$ cat src/design/array_linked_list_engine_defines.svh
// assertion macros shared by the array linked list engine modules
// no dependencies; clk and rst_n must exist in the including scope
`ifndef ARRAY_LINKED_LIST_ENGINE_DEFINES_SVH
`define ARRAY_LINKED_LIST_ENGINE_DEFINES_SVH

// same-cycle implication
`define ALLE_ASSERT_NOW(lbl, ante, cons, msg) \
  lbl: assert property (@(posedge clk) disable iff (!rst_n) (ante) |-> (cons)) \
    else $error(msg);

// next-cycle implication
`define ALLE_ASSERT_NEXT(lbl, ante, cons, msg) \
  lbl: assert property (@(posedge clk) disable iff (!rst_n) (ante) |=> (cons)) \
    else $error(msg);

`endif

$ cat src/design/alle_pkg.sv
// shared types and constants for the array linked list engine
// no dependencies
package alle_pkg;

  localparam int LIST_SLOTS_DEF = 16;
  localparam int VALUE_W        = 32;
  localparam int FUNC_W         = 2;
  localparam int SLOT_W         = 4;

  localparam logic [FUNC_W-1:0] FUNC_PREPEND = 2'd0;
  localparam logic [FUNC_W-1:0] FUNC_APPEND  = 2'd1;
  localparam logic [FUNC_W-1:0] FUNC_SEARCH  = 2'd2;

  typedef struct packed {
    logic [FUNC_W-1:0]  func;
    logic [VALUE_W-1:0] value;
  } alle_in_t;

  typedef struct packed {
    logic              success;
    logic [SLOT_W-1:0] slot;
  } alle_out_t;

  typedef enum logic [1:0] {
    SRC_FAIL,
    SRC_NEW,
    SRC_INS,
    SRC_CUR
  } alle_src_t;

  typedef struct packed {
    logic      latch_in;
    logic      ins_head;
    logic      ins_tail;
    logic      walk_begin;
    logic      walk_step;
    logic      link_patch;
    logic      res_load;
    alle_src_t res_src;
  } alle_cmd_t;

  typedef struct packed {
    logic [FUNC_W-1:0] func;
    logic              full;
    logic              head_empty;
    logic              link_end;
    logic              match;
  } alle_sts_t;

endpackage

$ cat src/design/alle_datapath.sv
// slot stores, head and free pointers, walk cursor and result register
// depends on alle_pkg and array_linked_list_engine_defines.svh
`include "array_linked_list_engine_defines.svh"

module alle_datapath #(
  parameter int LIST_SLOTS = alle_pkg::LIST_SLOTS_DEF
) (
  input  logic               clk,
  input  logic               rst_n,
  input  alle_pkg::alle_in_t in_data,
  input  alle_pkg::alle_cmd_t cmd,
  output alle_pkg::alle_sts_t sts,
  output alle_pkg::alle_out_t res
);

  localparam int SW = $clog2(LIST_SLOTS);
  localparam int LW = $clog2(LIST_SLOTS + 1);
  localparam logic [LW-1:0] END_LINK = LW'(LIST_SLOTS);

  logic [alle_pkg::VALUE_W-1:0] vmem [LIST_SLOTS];
  logic [LW-1:0]                lmem [LIST_SLOTS];

  logic [alle_pkg::FUNC_W-1:0]  func_r;
  logic [alle_pkg::VALUE_W-1:0] val_r;
  logic [LW-1:0]                head_r;
  logic [LW-1:0]                free_r;
  logic [SW-1:0]                cur_r;
  logic [SW-1:0]                ins_r;
  logic [alle_pkg::VALUE_W-1:0] val_q;
  logic [LW-1:0]                link_q;
  alle_pkg::alle_out_t          res_r;

  logic [SW-1:0] free_idx;
  logic [SW-1:0] rd_addr;
  logic          rd_en;
  logic          do_ins;

  function automatic logic [alle_pkg::SLOT_W-1:0] to_slot(input logic [SW-1:0] s);
    logic [SW+alle_pkg::SLOT_W-1:0] e;
    e = (SW + alle_pkg::SLOT_W)'(s);
    return e[alle_pkg::SLOT_W-1:0];
  endfunction

  assign free_idx = free_r[SW-1:0];
  assign rd_addr  = cmd.walk_begin ? head_r[SW-1:0] : link_q[SW-1:0];
  assign rd_en    = cmd.walk_begin | cmd.walk_step;
  assign do_ins   = cmd.ins_head | cmd.ins_tail;

  // slot stores
  always_ff @(posedge clk) begin
    if (do_ins) begin
      vmem[free_idx] <= val_r;
    end
    if (cmd.ins_head) begin
      lmem[free_idx] <= head_r;
    end else if (cmd.ins_tail) begin
      lmem[free_idx] <= END_LINK;
    end else if (cmd.link_patch) begin
      lmem[cur_r] <= LW'(ins_r);
    end
    if (rd_en) begin
      val_q  <= vmem[rd_addr];
      link_q <= lmem[rd_addr];
      cur_r  <= rd_addr;
    end
  end

  // list pointers
  always_ff @(posedge clk) begin
    if (!rst_n) begin
      head_r <= END_LINK;
      free_r <= '0;
    end else begin
      if (cmd.ins_head || (cmd.ins_tail && head_r == END_LINK)) begin
        head_r <= free_r;
      end
      if (do_ins) begin
        free_r <= free_r + LW'(1);
      end
    end
  end

  // beat latch, new slot and result
  always_ff @(posedge clk) begin
    if (cmd.latch_in) begin
      func_r <= in_data.func;
      val_r  <= in_data.value;
    end
    if (cmd.ins_tail) begin
      ins_r <= free_idx;
    end
    if (cmd.res_load) begin
      case (cmd.res_src)
        alle_pkg::SRC_NEW: res_r <= '{success: 1'b1, slot: to_slot(free_idx)};
        alle_pkg::SRC_INS: res_r <= '{success: 1'b1, slot: to_slot(ins_r)};
        alle_pkg::SRC_CUR: res_r <= '{success: 1'b1, slot: to_slot(cur_r)};
        default:           res_r <= '{success: 1'b0, slot: '0};
      endcase
    end
  end

  assign sts.func       = func_r;
  assign sts.full       = (free_r == END_LINK);
  assign sts.head_empty = (head_r == END_LINK);
  assign sts.link_end   = (link_q >= END_LINK);
  assign sts.match      = (val_q == val_r);
  assign res            = res_r;

  `ALLE_ASSERT_NOW(a_free_range, 1'b1, free_r <= END_LINK, "free pointer past store")
  `ALLE_ASSERT_NOW(a_head_free, 1'b1, (head_r == END_LINK) == (free_r == '0),
    "list emptiness disagrees with free pointer")

endmodule

$ cat src/design/alle_ctrl.sv
// sequencer for insert, tail walk and search; owns the output valid
// depends on alle_pkg and array_linked_list_engine_defines.svh
`include "array_linked_list_engine_defines.svh"

module alle_ctrl (
  input  logic                clk,
  input  logic                rst_n,
  input  logic                in_valid,
  output logic                in_stall,
  output logic                out_valid,
  input  logic                out_stall,
  input  alle_pkg::alle_sts_t sts,
  output alle_pkg::alle_cmd_t cmd
);

  typedef enum logic [1:0] {
    ST_IDLE,
    ST_START,
    ST_WALK
  } state_t;

  state_t state_r, state_nxt;
  logic   out_valid_r, out_valid_nxt;
  logic   res_ok;

  assign res_ok = !out_valid_r || !out_stall;

  always_comb begin
    state_nxt = state_r;
    cmd       = '{res_src: alle_pkg::SRC_FAIL, default: 1'b0};
    unique case (state_r)
      ST_IDLE: begin
        if (in_valid) begin
          cmd.latch_in = 1'b1;
          state_nxt    = ST_START;
        end
      end
      ST_START: begin
        case (sts.func)
          alle_pkg::FUNC_PREPEND: begin
            if (res_ok) begin
              cmd.res_load = 1'b1;
              state_nxt    = ST_IDLE;
              if (!sts.full) begin
                cmd.ins_head = 1'b1;
                cmd.res_src  = alle_pkg::SRC_NEW;
              end
            end
          end
          alle_pkg::FUNC_APPEND: begin
            if (sts.full || sts.head_empty) begin
              if (res_ok) begin
                cmd.res_load = 1'b1;
                state_nxt    = ST_IDLE;
                if (!sts.full) begin
                  cmd.ins_tail = 1'b1;
                  cmd.res_src  = alle_pkg::SRC_NEW;
                end
              end
            end else begin
              cmd.ins_tail   = 1'b1;
              cmd.walk_begin = 1'b1;
              state_nxt      = ST_WALK;
            end
          end
          alle_pkg::FUNC_SEARCH: begin
            if (sts.head_empty) begin
              if (res_ok) begin
                cmd.res_load = 1'b1;
                state_nxt    = ST_IDLE;
              end
            end else begin
              cmd.walk_begin = 1'b1;
              state_nxt      = ST_WALK;
            end
          end
          default: begin
            if (res_ok) begin
              cmd.res_load = 1'b1;
              state_nxt    = ST_IDLE;
            end
          end
        endcase
      end
      ST_WALK: begin
        if (sts.func == alle_pkg::FUNC_APPEND) begin
          if (!sts.link_end) begin
            cmd.walk_step = 1'b1;
          end else if (res_ok) begin
            cmd.link_patch = 1'b1;
            cmd.res_load   = 1'b1;
            cmd.res_src    = alle_pkg::SRC_INS;
            state_nxt      = ST_IDLE;
          end
        end else begin
          if (sts.match || sts.link_end) begin
            if (res_ok) begin
              cmd.res_load = 1'b1;
              cmd.res_src  = sts.match ? alle_pkg::SRC_CUR : alle_pkg::SRC_FAIL;
              state_nxt    = ST_IDLE;
            end
          end else begin
            cmd.walk_step = 1'b1;
          end
        end
      end
      default: state_nxt = ST_IDLE;
    endcase
    out_valid_nxt = cmd.res_load ? 1'b1 : (out_valid_r && out_stall);
  end

  always_ff @(posedge clk) begin
    if (!rst_n) begin
      state_r     <= ST_IDLE;
      out_valid_r <= 1'b0;
    end else begin
      state_r     <= state_nxt;
      out_valid_r <= out_valid_nxt;
    end
  end

  assign in_stall  = (state_r != ST_IDLE);
  assign out_valid = out_valid_r;

  `ALLE_ASSERT_NOW(a_load_free, cmd.res_load, !out_valid_r || !out_stall,
    "result loaded over a waiting beat")
  `ALLE_ASSERT_NEXT(a_accept_start, in_valid && !in_stall, state_r == ST_START,
    "accepted beat did not start")
  `ALLE_ASSERT_NOW(a_walk_cmd, cmd.walk_step || cmd.link_patch, state_r == ST_WALK,
    "walk command outside walk")

endmodule

$ cat src/design/array_linked_list_engine.sv
// top level of the array linked list engine: controller plus datapath
// depends on alle_pkg, alle_ctrl and alle_datapath
//
//   channel | direction | handshake          | beat
//   in      | input     | in_valid/in_stall   | alle_in_t  (func, value)
//   out     | output    | out_valid/out_stall | alle_out_t (success, slot)
//
// prepend and operations that fail at once: latched in ST_IDLE,
//   result loaded in ST_START; append and search read up to LIST_SLOTS
//   links in ST_WALK, one link read per cycle, walking from the head
// one operation in flight; a waiting result does not block the next accept
// synchronous active-low reset; the free list starts as all slots in order,
//   so no clearing pass runs and the block takes a beat right after reset
module array_linked_list_engine #(
  parameter int LIST_SLOTS = alle_pkg::LIST_SLOTS_DEF
) (
  input  logic                clk,
  input  logic                rst_n,
  input  logic                in_valid,
  output logic                in_stall,
  input  alle_pkg::alle_in_t  in_data,
  output logic                out_valid,
  input  logic                out_stall,
  output alle_pkg::alle_out_t out_data
);

  alle_pkg::alle_cmd_t cmd;
  alle_pkg::alle_sts_t sts;

  alle_ctrl u_ctrl (
    .clk       (clk),
    .rst_n     (rst_n),
    .in_valid  (in_valid),
    .in_stall  (in_stall),
    .out_valid (out_valid),
    .out_stall (out_stall),
    .sts       (sts),
    .cmd       (cmd)
  );

  alle_datapath #(
    .LIST_SLOTS (LIST_SLOTS)
  ) u_datapath (
    .clk     (clk),
    .rst_n   (rst_n),
    .in_data (in_data),
    .cmd     (cmd),
    .sts     (sts),
    .res     (out_data)
  );

endmodule
$ cat config.mk
export PLATFORM = sky130hd
export DESIGN_NAME = array_linked_list_engine
export DESIGN_NICKNAME = d
export VERILOG_FILES = /design/src/design/alle_pkg.sv /design/src/design/alle_datapath.sv /design/src/design/alle_ctrl.sv /design/src/design/array_linked_list_engine.sv
export VERILOG_INCLUDE_DIRS = /design/src /design/src/design
export SDC_FILE = /design/constraint.sdc
export NUM_CORES = 1
export LEC_CHECK = 0
export ABC_CLOCK_PERIOD_IN_PS = 6800
export BUFFER_PORTS_ARGS = -buffer_cell sky130_fd_sc_hd__buf_2
export CELL_PAD_IN_SITES_DETAIL_PLACEMENT = 0
export CELL_PAD_IN_SITES_GLOBAL_PLACEMENT = 1
export CORE_MARGIN = 10
export CORE_UTILIZATION = 53
export CTS_CLUSTER_SIZE = 28
export DETAILED_ROUTE_END_ITERATION = 7
export GPL_ROUTABILITY_DRIVEN = 0
export PLACE_DENSITY_LB_ADDON = 0.12
export SETUP_SLACK_MARGIN = 0.5
export SYNTH_ARGS = -nofsm -noshare
export SYNTH_HDL_FRONTEND = slang
export SYNTH_SLANG_ARGS = --single-unit
$ cat constraint.sdc
create_clock -name clk -period 6.8 [get_ports clk]
set_clock_uncertainty 0.05 [all_clocks]
set_input_delay 0.34 -clock clk [delete_from_list [all_inputs] [get_ports clk]]
set_output_delay 0.34 -clock clk [all_outputs]
set_load 0.02 [all_outputs]
After elaboration in Yosys (flattened, before gate mapping). Memory sizes are Yosys's and may differ from the RTL's. A register that Yosys moved wholly into a read port is not among the register bits. Index checks and enable logic that the tools add are counted.

Logic and storage cells: 100. Bits in registers: 60. Memory bits (writable): 592. Output and inout bits: 7. Memories: 2. Input bits: 38.

Memories: u_datapath.vmem (words 16, width 32, rd ports 1, clocked after memory_dff 1, write ports 1, line alle_datapath.sv:20) `logic [alle_pkg::VALUE_W-1:0] vmem [LIST_SLOTS];`; u_datapath.lmem (words 16, width 5, rd ports 1, clocked after memory_dff 1, write ports 1, line alle_datapath.sv:21) `logic [LW-1:0] lmem [LIST_SLOTS];`.

Magnitude comparators: 1. $add $sub $neg: 1. Reductions and logical operators: 13. Equality and inequality tests: 13. Muxes and demuxes: 57. Bitwise logic cells: 3.

Operators with widths (count): equality test 32 bit (1); 2-to-1 mux 1 bit (29); 2-to-1 mux 2 bit (9); 2-to-1 mux 3 bit (6); 2-to-1 mux 4 bit (4); case mux 5 bit (3 select lines) (1); equality test 5 bit (second input constant) (2); 2-to-1 mux 5 bit (2); equality test 2 bit (second input constant) (4); case mux 2 bit (2 select lines) (2); equality test 2 x 1 -> 1 bit (second input constant) (3); case mux 2 bit (3 select lines) (1); case mux 3 bit (2 select lines) (1); adder 5 x 1 -> 5 bit (second input constant) (1); >= comparator 5 bit (second input constant) (1); OR reduction 5 bit (1); logical NOT 2 bit (2); logical OR 1 bit (4); inequality test 3 x 1 -> 1 bit (second input constant) (1); inequality test 3 x 2 -> 1 bit (second input constant) (1); bitwise OR 1 bit (3); case mux 1 bit (3 select lines) (1); AND reduction 3 bit (1); logical AND 1 bit (2); other kinds (4) (5).

Longest topological paths before layout. Gate-level depths: netlist (run 1).

Depth after elaboration: 12. Depth in mapped cells: 12. Depth with buffers taken out: 9.

Modules after synthesis. Synthesis (run 1) repeated with hierarchy kept, for this count alone.

Cell total of the unflattened synthesis: 1476. Area, all modules: 26790.7 µm².

Modules (own cells, without submodules): alle_datapath (cells each 1413, times used 1, area an instance 26334.0 µm², sequential area each 20499.7 µm²); alle_ctrl (cells each 63, times used 1, area an instance 456.7 µm², sequential area each 60.1 µm²).

Worst setup path after synthesis (run 1). No wires, ideal clock.

Path kind: register -> register. From: register u_datapath.free_r[0]. To: memory u_datapath.vmem[1][0] (netlist name) (enable). Library setup time: 461 ps. Arrival: 4331 ps. Setup slack: 1958 ps. Stages on the path, launching flop included: 10. Path through: dfxtp_1 > clkbuf_1 > inv_1 > ha_1 > nand4bb_1 > nand2_1 > a21oi_1 > clkbuf_1 > nand2_1 > nor3_1.

Longest elaborated chain between the ends: 9. Elaborated cells between the ends (all ways): 11. Classes of those cells: eq/ne: 1; mux: 8; bitwise: 1; reduce/logical: 1.

Ends and longest elaborated chain: from (decl) (line alle_datapath.sv:26) `logic [LW-1:0] free_r;`; from (signal assigned) (line alle_datapath.sv:78) `free_r <= free_r + LW'(1);`; equality test 5 bit (line alle_datapath.sv:103) `assign sts.full = (free_r == END_LINK);`; 2-to-1 mux 1 bit (line alle_ctrl.sv:44, alle_ctrl.sv:55); 2-to-1 mux 1 bit (line alle_ctrl.sv:52) `if (res_ok) begin`; 2-to-1 mux 1 bit (line alle_ctrl.sv:51) `if (sts.full || sts.head_empty) begin`; 2-to-1 mux 1 bit (line alle_ctrl.sv:39) `case (sts.func)`; 2-to-1 mux 3 bit (line alle_ctrl.sv:31) `unique case (state_r)`; bitwise OR 1 bit (line alle_datapath.sv:47) `assign do_ins = cmd.ins_head | cmd.ins_tail;`; 2-to-1 mux 1 bit (line alle_datapath.sv:51) `if (do_ins) begin`; 2-to-1 mux 1 bit (implied by the code) (line alle_datapath.sv:52) `vmem[free_idx] <= val_r;`; to (decl) (line alle_datapath.sv:20).

Several ways; a longest one is shown, not always the timed one.

Final worst setup path (run 1).
From: register u_datapath.free_r[0]. To: register u_datapath.val_q[17] (netlist name) (read register of u_datapath.vmem) (data pin).

Longest elaborated chain between the ends: 6. Elaborated cells between the ends (all ways): 7. Classes of those cells: eq/ne: 1; mux: 4; bitwise: 1; reduce/logical: 1.

Ends and longest elaborated chain: equality test 5 bit (*) (line alle_datapath.sv:103); logical OR 1 bit (*) (line alle_ctrl.sv:51); 2-to-1 mux 1 bit (*) (line alle_ctrl.sv:51); case mux 1 bit (2 select lines) (*) (line alle_ctrl.sv:39); 2-to-1 mux 3 bit (*) (line alle_ctrl.sv:31); 2-to-1 mux 4 bit or bitwise OR 1 bit (tied branches) (line alle_datapath.sv:45, alle_datapath.sv:46); to (decl) (line alle_datapath.sv:29) `logic [alle_pkg::VALUE_W-1:0] val_q;`.

Every way passes the cells marked *; elsewhere a longest branch is shown, timed or not. A chain may end at the register's enable or synchronous reset.

==> metrics.md, run 1 <==
| Metric | Value |
|---|---|
| Commonest cells post-synth | edfxtp_1 (676), nor4_1 (188), clkbuf_1 (159), nor2_1 (159), a31oi_1 (157) |
| Final Hold Fails | 0 |
| Fmax | ~220 MHz |
| Reg2reg path depth | 9 |
| Cell depth of the worst hold path | 4 |
| Vias per std cell | slightly below 7 |
| Final worst slack | 2.246 ns |
| Layout cells sized above 1 | 0.1095 |
| Worst EP arrival | 4.83 ns |
| CP required | slightly above 7 ns |
| CTS buffer count | 72 |
| CTS H-tree depth | 3 |
| Post-synth top area share | 0.7072 |
| Tmin final | 4.554 ns |
| Mean post-synth cell area | around 14 sq um |
| Pleak | between 9 and 10 nW |
| Pre-CTS setup slack | 2.334 ns |
| Register area share after synthesis | 0.7162 |
| Cell accounting for the most synthesized area | edfxtp_1 |
| Fin. max-slew vios | 0 |
| Critical Path Sink Type | flop |
| Number of setup violations in the final report | 0 |
| Nets | approximately 2100 |
| Total core area | between 0.05 and 0.06 sq mm |
| Share of the cycle needed by the critical path after routing | 0.6697 |
| Hold path start | in_valid |
| Diode count | 0 |
| Drt total wl | between 80000 and 90000 um |
| Residual DRC count | 0 |
| Slew of the pin with the lowest slew margin | 1.194 ns |
| Die height | between 200 and 300 um |
| Synth Register Bits | around 700 |
| Status | complete, no violations |
| Die span in x | approximately 250 um |
| Vias post-DR | between 15000 and 20000 |
| Startpoint Class | flop |
| Worst-case vdd ir drop | about 0.21 mV |
| CTS tree | built |
| First drt pass iteration count | 6 |
| First-pass GRT wire length | about 120000 um |
| Starting DRT DRC Count | roughly 2600 |
| Yosys cell types | 64 |
| Crit path kind | reg2reg |
| HPWL after detailed placement | ~43000 um |
| R2r startpoint | u_datapath.free_r[0]$_SDFFE_PN0N_ |
| Mapped cell area | between 0.02 and 0.03 sq mm |
| Initial antenna violation count | 1 |
| Gr usage total | 0.2609 |
| Largest net degree at the start of global routing | 223 |
| Clk buf depth | 3 |
| Number of synthesized flops with an enable pin | 676 |
| # rows | 85 |
| Synth Instances | around 2000 |
| Synth-to-Final Area Change | 12.53% |
| Vias in the first global route | 18260 |
| Pwr/cell area | between 200 and 300 mW/mm^2 |
| DR WL/cell | slightly above 30 um |
| Synth Net Count | 2062 |
| Clock latency on the worst-skew pair | between 0.6 and 0.7 ns |
| Gr ovfl total | 0 |
| I/O pin total | 45 |
| Final setup TNS | 0 ns |
| YS warnings | 0 |
| Clock-pin slew on the worst setup and hold paths | ~0.060 ns |
| R2R setup slack | roughly 2.2 ns |
| RSZ-0062 raised after global routing | false |
| Synth top area cells | edfxtp_1 (71%), nor4_1 (4.1%), a211oi_1 (3.9%) |
| PortBufs | 44 |
| Starting density of the core | 0.5345 |
| CTS root buf | clkbuf_16 |
| Primary FF master, synth | edfxtp_1 |
| Post-CTS setup buffers | 0 |
| Hold Crit Class | in2reg |
| Clock sinks | slightly below 700 |
| WHS Endpoint | u_ctrl.state_r[1]$_SDFFE_PN0P_ |
| Die area | ~0.064 sq mm |
| CP Max Fanout | 15 |
| Routed Antenna Nets | 0 |
| Post-synthesis async set-or-reset flop share | 0 |
| Most common cell in the netlist | edfxtp_1 |
| Reg2reg end | u_datapath.val_q[17]$_DFFE_PP_ |
| Slew headroom | 0.1997 |
| Max-Cap Viols | 0 |
through the flow:
stage               area (sq um)  utilization  total power [W]  instances  hold WS, ns
floorplan                  28710            -         0.005468       2012       0.3789
global placement           29730       0.5536         0.005766       2618       0.4651
detailed placement         29730       0.5536         0.005783       2618       0.4682
CTS                        32300       0.6014         0.009532       2779      0.02145
global route               32300       0.6014         0.009781       2779      0.05872
finish                     32300       0.6014         0.009516       2779      0.04116
worst max-delay path, cell delays in order (launching register included):
cell and delay (ns):
dfxtp_1 0.53, inv_1 0.18, ha_1 0.28, and4bb_4 0.23, o21ai_1 0.74, a2111o_1 0.95
buf_4 0.41, nand2_1 0.47, o211ai_1 0.28, nand4_1 0.12
worst max-delay path by stage:
stage          slack [ns]  depth (start not counted)                         startpoint                               to
6_report             2.25                          9  u_datapath.free_r[0]$_SDFFE_PN0N_   u_datapath.val_q[17]$_DFFE_PP_
5_1_grt              2.05                          9  u_datapath.free_r[0]$_SDFFE_PN0N_    u_datapath.val_q[8]$_DFFE_PP_
4_1_cts              2.36                          9  u_datapath.free_r[0]$_SDFFE_PN0N_   u_datapath.val_q[17]$_DFFE_PP_
3_5_place_dp         2.33                          9  u_datapath.free_r[0]$_SDFFE_PN0N_    u_datapath.val_q[9]$_DFFE_PP_
3_3_place_gp         2.55                          9  u_datapath.free_r[0]$_SDFFE_PN0N_   u_datapath.val_q[20]$_DFFE_PP_
2_1_floorplan        1.96                          9  u_datapath.free_r[0]$_SDFFE_PN0N_  u_datapath.vmem[1][0]$_DFFE_PP_
repair_timing:
| action | 4_1_cts | 5_1_grt |
|---|---|---|
| endpoints found under the hold margin | 36 | 0 |
| hold buffers | 35 | 0 |
| endpoints found under the setup margin | 0 | 0 |
| resized for setup | 0 | 0 |
cells in the final DEF, fill, tap and decap left out, types with 5 or more instances in the layout:
cell type and instances:
ha_1 12, a211oi_1 149, o32a_1 36, nor2_1 147, o21ai_0 7, nor2_4 12, nand3_1 11, edfxtp_1 676
nand2b_1 80, mux2i_1 5, nor4_1 187, o211ai_1 75, inv_1 19, a31oi_1 157, clkbuf_1 20, a2bb2o_1 37
nor3_2 5, a21oi_1 12, clkinv_2 12, nand4_1 44, buf_2 44, nand2_1 33, buf_4 46, dlygate4sd3_1 35
nor3_1 8, and2_1 5, xnor2_1 25, clkbuf_16 75, clkinv_1 10, dfxtp_1 13
final cells by class:
type,count,area [sq um]
Multi-Input combinational cell,1120,7619
Clock buffer,95,1952
Clock inverter,31,265.3
Inverter,21,78.83
Fill cell,4116,21410
Timing Repair Buffer,127,955.9
Tap cell,696,870.8
Sequential cell,689,20560
per-layer routing:
metal	routed length, um	share of wire	vias to the layer above	GRT usage
met1	34950	0.41	9716	0.3635
met3	8536	0.10	175	0.05510
met2	39460	0.46	1112	0.4045
li1	-	-	8271	-
met5	13	0.00015	-	0
met4	2150	0.025	2	0.08379
sequential cells by signal, summed over array words and instances, names as in the netlist, 4 cells and up:
register,cells
u_datapath.free_r,5
u_datapath.val_q,32
u_datapath.vmem,512
u_datapath.val_r,32
u_datapath.ins_r,4
u_datapath.res,5
u_datapath.cur_r,4
u_datapath.lmem,80
u_datapath.link_q,5
u_datapath.head_r,5
where the power goes:
| part | internal (W) | total, W | switching [W] |
|---|---|---|---|
| registers | 0.00482 | 0.00495 | 0.000132 |
| clock network | 0.00217 | 0.00379 | 0.00161 |
| logic | 0.000221 | 0.000775 | 0.000554 |
cell families after synthesis:
| family | synth area share |
|---|---|
| AO/OA/AOI/OAI | 0.1341 |
| XOR/XNOR | 0.008848 |
| adder cells (fa/ha/maj) | 0.005230 |
| buffers and inverters | 0.02685 |
| flip-flops | 0.7162 |
| multiplexers | 0.001744 |
| AND/OR/NAND/NOR | 0.1070 |
Power figures use the tool's default switching activity.
==> inputs of run 2 (changes only) <==
--- a/config.mk
+++ b/config.mk
@@ -6,12 +6,12 @@
 export SDC_FILE = /design/constraint.sdc
 export NUM_CORES = 1
 export LEC_CHECK = 0
-export ABC_CLOCK_PERIOD_IN_PS = 6800
+export ABC_CLOCK_PERIOD_IN_PS = 3900
 export BUFFER_PORTS_ARGS = -buffer_cell sky130_fd_sc_hd__buf_2
 export CELL_PAD_IN_SITES_DETAIL_PLACEMENT = 0
 export CELL_PAD_IN_SITES_GLOBAL_PLACEMENT = 1
 export CORE_MARGIN = 10
-export CORE_UTILIZATION = 53
+export CORE_UTILIZATION = 48
 export CTS_CLUSTER_SIZE = 28
 export DETAILED_ROUTE_END_ITERATION = 7
 export GPL_ROUTABILITY_DRIVEN = 0
==> constraint.sdc (replaced) <==
create_clock -name clk -period 3.9 [get_ports clk]
set_clock_uncertainty 0.05 [all_clocks]
set_input_delay 0.195 -clock clk [delete_from_list [all_inputs] [get_ports clk]]
set_output_delay 0.195 -clock clk [all_outputs]
set_load 0.02 [all_outputs]
==> run 2 against run 1 <==
Against the previous run:
- wire length rose by 4.4%
- clock-buffer cell count fell by 6
- worst setup slack got worse by 1.7 ns
- sequential share of layout area fell by 2.2 points
- highest routed layer is now met4
==> metrics.md, run 2 (synthesized netlist as in run 1, its figures left out) <==
| Metric | Value |
|---|---|
| Clock latency on the worst-skew pair | 0.62 ns (about the same) |
| I/O pin total | 45 (unchanged) |
| Most frequent cells in the layout | edfxtp_1 (676), nor4_1 (187), a31oi_1 (157) |
| Fin. max-slew vios | 0 (unchanged) |
| CP required | 4.21 ns (-2.87 ns) |
| Max FFs per register | 512 (unchanged) |
| Clock power share | 0.413 (+0.015) |
| Pwr/cell area | 514.3 mW/mm^2 (+75%) |
| Gr usage total | 0.2464 (-0.01448) |
| Largest registers | u_datapath.vmem: 512 flops, u_datapath.lmem: 80 flops |
| Critical Path, Cell by Cell | inv_1 -> ha_1 -> nand4bb_1 -> a21o_4 -> nor4_1 -> a211oi_1 -> or4_1 -> or4b_1 |
| Gr ovfl total | 0 (unchanged) |
| Starting DRT DRC Count | 2077 (-21%) |
| Largest stage delay, worst path | 0.54 ns (-0.41 ns) |
| Clock sinks | 689 (unchanged) |
| RSZ-0062 raised after global routing | true |
| Initial antenna violation count | 0 (-1) |
| Clock-pin slew on the worst setup and hold paths | 0.06 ns (about the same) |
| Die span in x | 264.5 um (+4.7%) |
| First-pass GRT wire length | 128700 um (+4.4%) |
| Final instance area | 0.03347 sq mm (+3.6%) |
| Tmin final | 3.319 ns (-1.235 ns) |
| Worst-case vdd ir drop | 0.4279 mV (+100%) |
| Status | complete, no violations |
| DR WL/cell | 30.32 um (-1.0%) |
| Share of the cycle needed by the critical path after routing | 0.8510 (+0.1814) |
| Most flops, register | u_datapath.vmem |
| PortBufs | 44 (unchanged) |
| Cell depth of the worst hold path | 4 (unchanged) |
| Reg power frac | 0.497 (-0.023) |
| Pleak | 10.31 nW (+4.9%) |
| Residual DRC count | 0 (unchanged) |
| CTS tree | built |
| P_int | 0.01304 W (+81%) |
| Die height | 264.5 um (+4.7%) |
| Final core utilization | 0.5661 (-0.03533) |
| Reg2reg end | u_datapath.val_q[31]$_DFFE_PP_ |
| Drt total wl | 88820 um (+4.4%) |
| Reg2reg path depth | 8 (-1) |
| Starting density of the core | 0.4855 (-0.04901) |
| Final setup TNS | 0 ns (unchanged) |
| First drt pass iteration count | 5 (-1) |
| Slew of the pin with the lowest slew margin | 1.033 ns (-0.1606 ns) |
| Critical Path Sink Type | flop |
| Cell family with most CP delay | simple AND/OR/NAND/NOR gates |
| Pre-CTS setup slack | 0.5209 ns (-1.813 ns) |
| Vias post-DR | 19360 (+0.46%) |
| Hold Crit Class | in2reg |
| Number of setup violations in the final report | 0 (unchanged) |
| Slew headroom | 0.3110 (+0.1113) |
| R2r startpoint | u_datapath.free_r[1]$_SDFFE_PN0N_ |
| HPWL after detailed placement | 47490 um (+10%) |
| Largest net degree at the start of global routing | 129 (-42%) |
| Diode count | 0 (unchanged) |
| Max-Cap Viols | 0 (unchanged) |
| Layout cells sized above 1 | 0.1497 (+0.04029) |
| Final worst slack | 0.5809 ns (-1.665 ns) |
| Sw frac | 0.2424 (+0.0005685) |
| Placed cell area | 0.03051 sq mm (+2.6%) |
| CP Depth | 8 (-1) |
| Commonest non-fill, non-tap cell in the layout | edfxtp_1 |
| Synth-to-Final Area Change | 16.61% |
| Pwr Total | 0.01721 W (+81%) |
| Routed Antenna Nets | 0 (unchanged) |
| Final Hold Fails | 0 (unchanged) |
| Launch point of the critical path | u_datapath.free_r[1]$_SDFFE_PN0N_ |
| CTS H-tree depth | 3 (unchanged) |
| R2R setup slack | 0.58 ns (-1.67 ns) |
| Vias per std cell | 6.609 (-4.7%) |
| Critical-path top delay cell | or4_1 |
| Worst EP arrival | 3.63 ns (-1.20 ns) |
| Setup crit end | u_datapath.val_q[31]$_DFFE_PP_ |
| Clk buf depth | 3 (unchanged) |
| CTS buffer count | 74 (+2.8%) |
| # rows | 89 (+4.7%) |
| CP Max Fanout | 31 (+16) |
| WP buf/inv | 1 (-1) |
| Fmax | 301.3 MHz (+37%) |
| Comb pwr share | 0.090 (+0.009) |
| Nets | 2146 (+3.1%) |
| Vias in the first global route | 19110 (+4.6%) |
| Startpoint Class | flop |
| Die area | 0.06998 sq mm (+9.6%) |
| Net Sw Power | 0.004172 W (+81%) |
| Crit path kind | reg2reg |
| Total core area | 0.05913 sq mm (+10%) |
| CTS root buf | clkbuf_16 |
## run 2: worst reg2reg max path: stages, from the launching register on
cell and delay, ns:
dfxtp_1 0.31, inv_1 0.14, ha_1 0.28, nand4bb_1 0.33
a21o_4 0.47, nor4_1 0.33, a211oi_1 0.07, or4_1 0.54
or4b_1 0.53
## run 2: what timing repair did
item | CTS | global route
resized for setup | 0 | 31
gates cloned | 0 | 2
setup buffers | 0 | 2
hold endpoints to repair | 47 | 0
hold buffers | 36 | 0
setup endpoints to repair | 8 | 235
pin swaps | 0 | 1
## run 2: worst min path at each step
stage / endpoint / slack, ns / startpoint
4_1_cts: u_ctrl.out_valid$_SDFF_PN0_ / 0.17 / out_stall
6_report: u_ctrl.out_valid$_SDFF_PN0_ / 0.16 / out_stall
5_1_grt: u_ctrl.out_valid$_SDFF_PN0_ / 0.21 / out_stall
2_1_floorplan: u_datapath.head_r[4]$_SDFFE_PN1P_ / 0.23 / rst_n
3_3_place_gp: u_datapath.val_r[24]$_DFFE_PP_ / 0.32 / in_data[24]
3_5_place_dp: u_datapath.val_r[9]$_DFFE_PP_ / 0.32 / in_data[9]
## run 2: metrics by stage
stage | hold WS, ns | cells
detailed placement | 0.3231 | 2753
global placement | 0.3212 | 2753
floorplan | 0.2339 | 2012
CTS | 0.1679 | 2926
global route | 0.2075 | 2930
finish | 0.1554 | 2930
## run 2: area by class of cell
cell class / instances / area, sq um
Clock buffer: 89 / 1972
Fill cell: 4680 / 25660
Sequential cell: 689 / 20560
Clock inverter: 48 / 480.5
Multi-Input combinational cell: 1122 / 7740
Tap cell: 773 / 967.2
Timing Repair Buffer: 188 / 1675
Inverter: 21 / 78.83
## run 2: power by group through the flow
stage	clock network [W]	logic, W	registers, W
final	0.00711	0.00156	0.00855
after global routing	0.00749	0.00167	0.00856
after global placement	0	0.00147	0.00870
after detailed placement	0	0.00149	0.00870
after CTS	0.00720	0.00152	0.00855
after floorplan	0	0.000847	0.00869
## run 2: layer usage
metal | global-route usage | vias up | part of all wire
li1 | - | 8426 | -
met1 | 0.3257 | 9799 | 0.42
met2 | 0.3873 | 923 | 0.46
met3 | 0.05749 | 216 | 0.083
met4 | 0.1031 | 0 | 0.037
met5 | 0 | - | 0
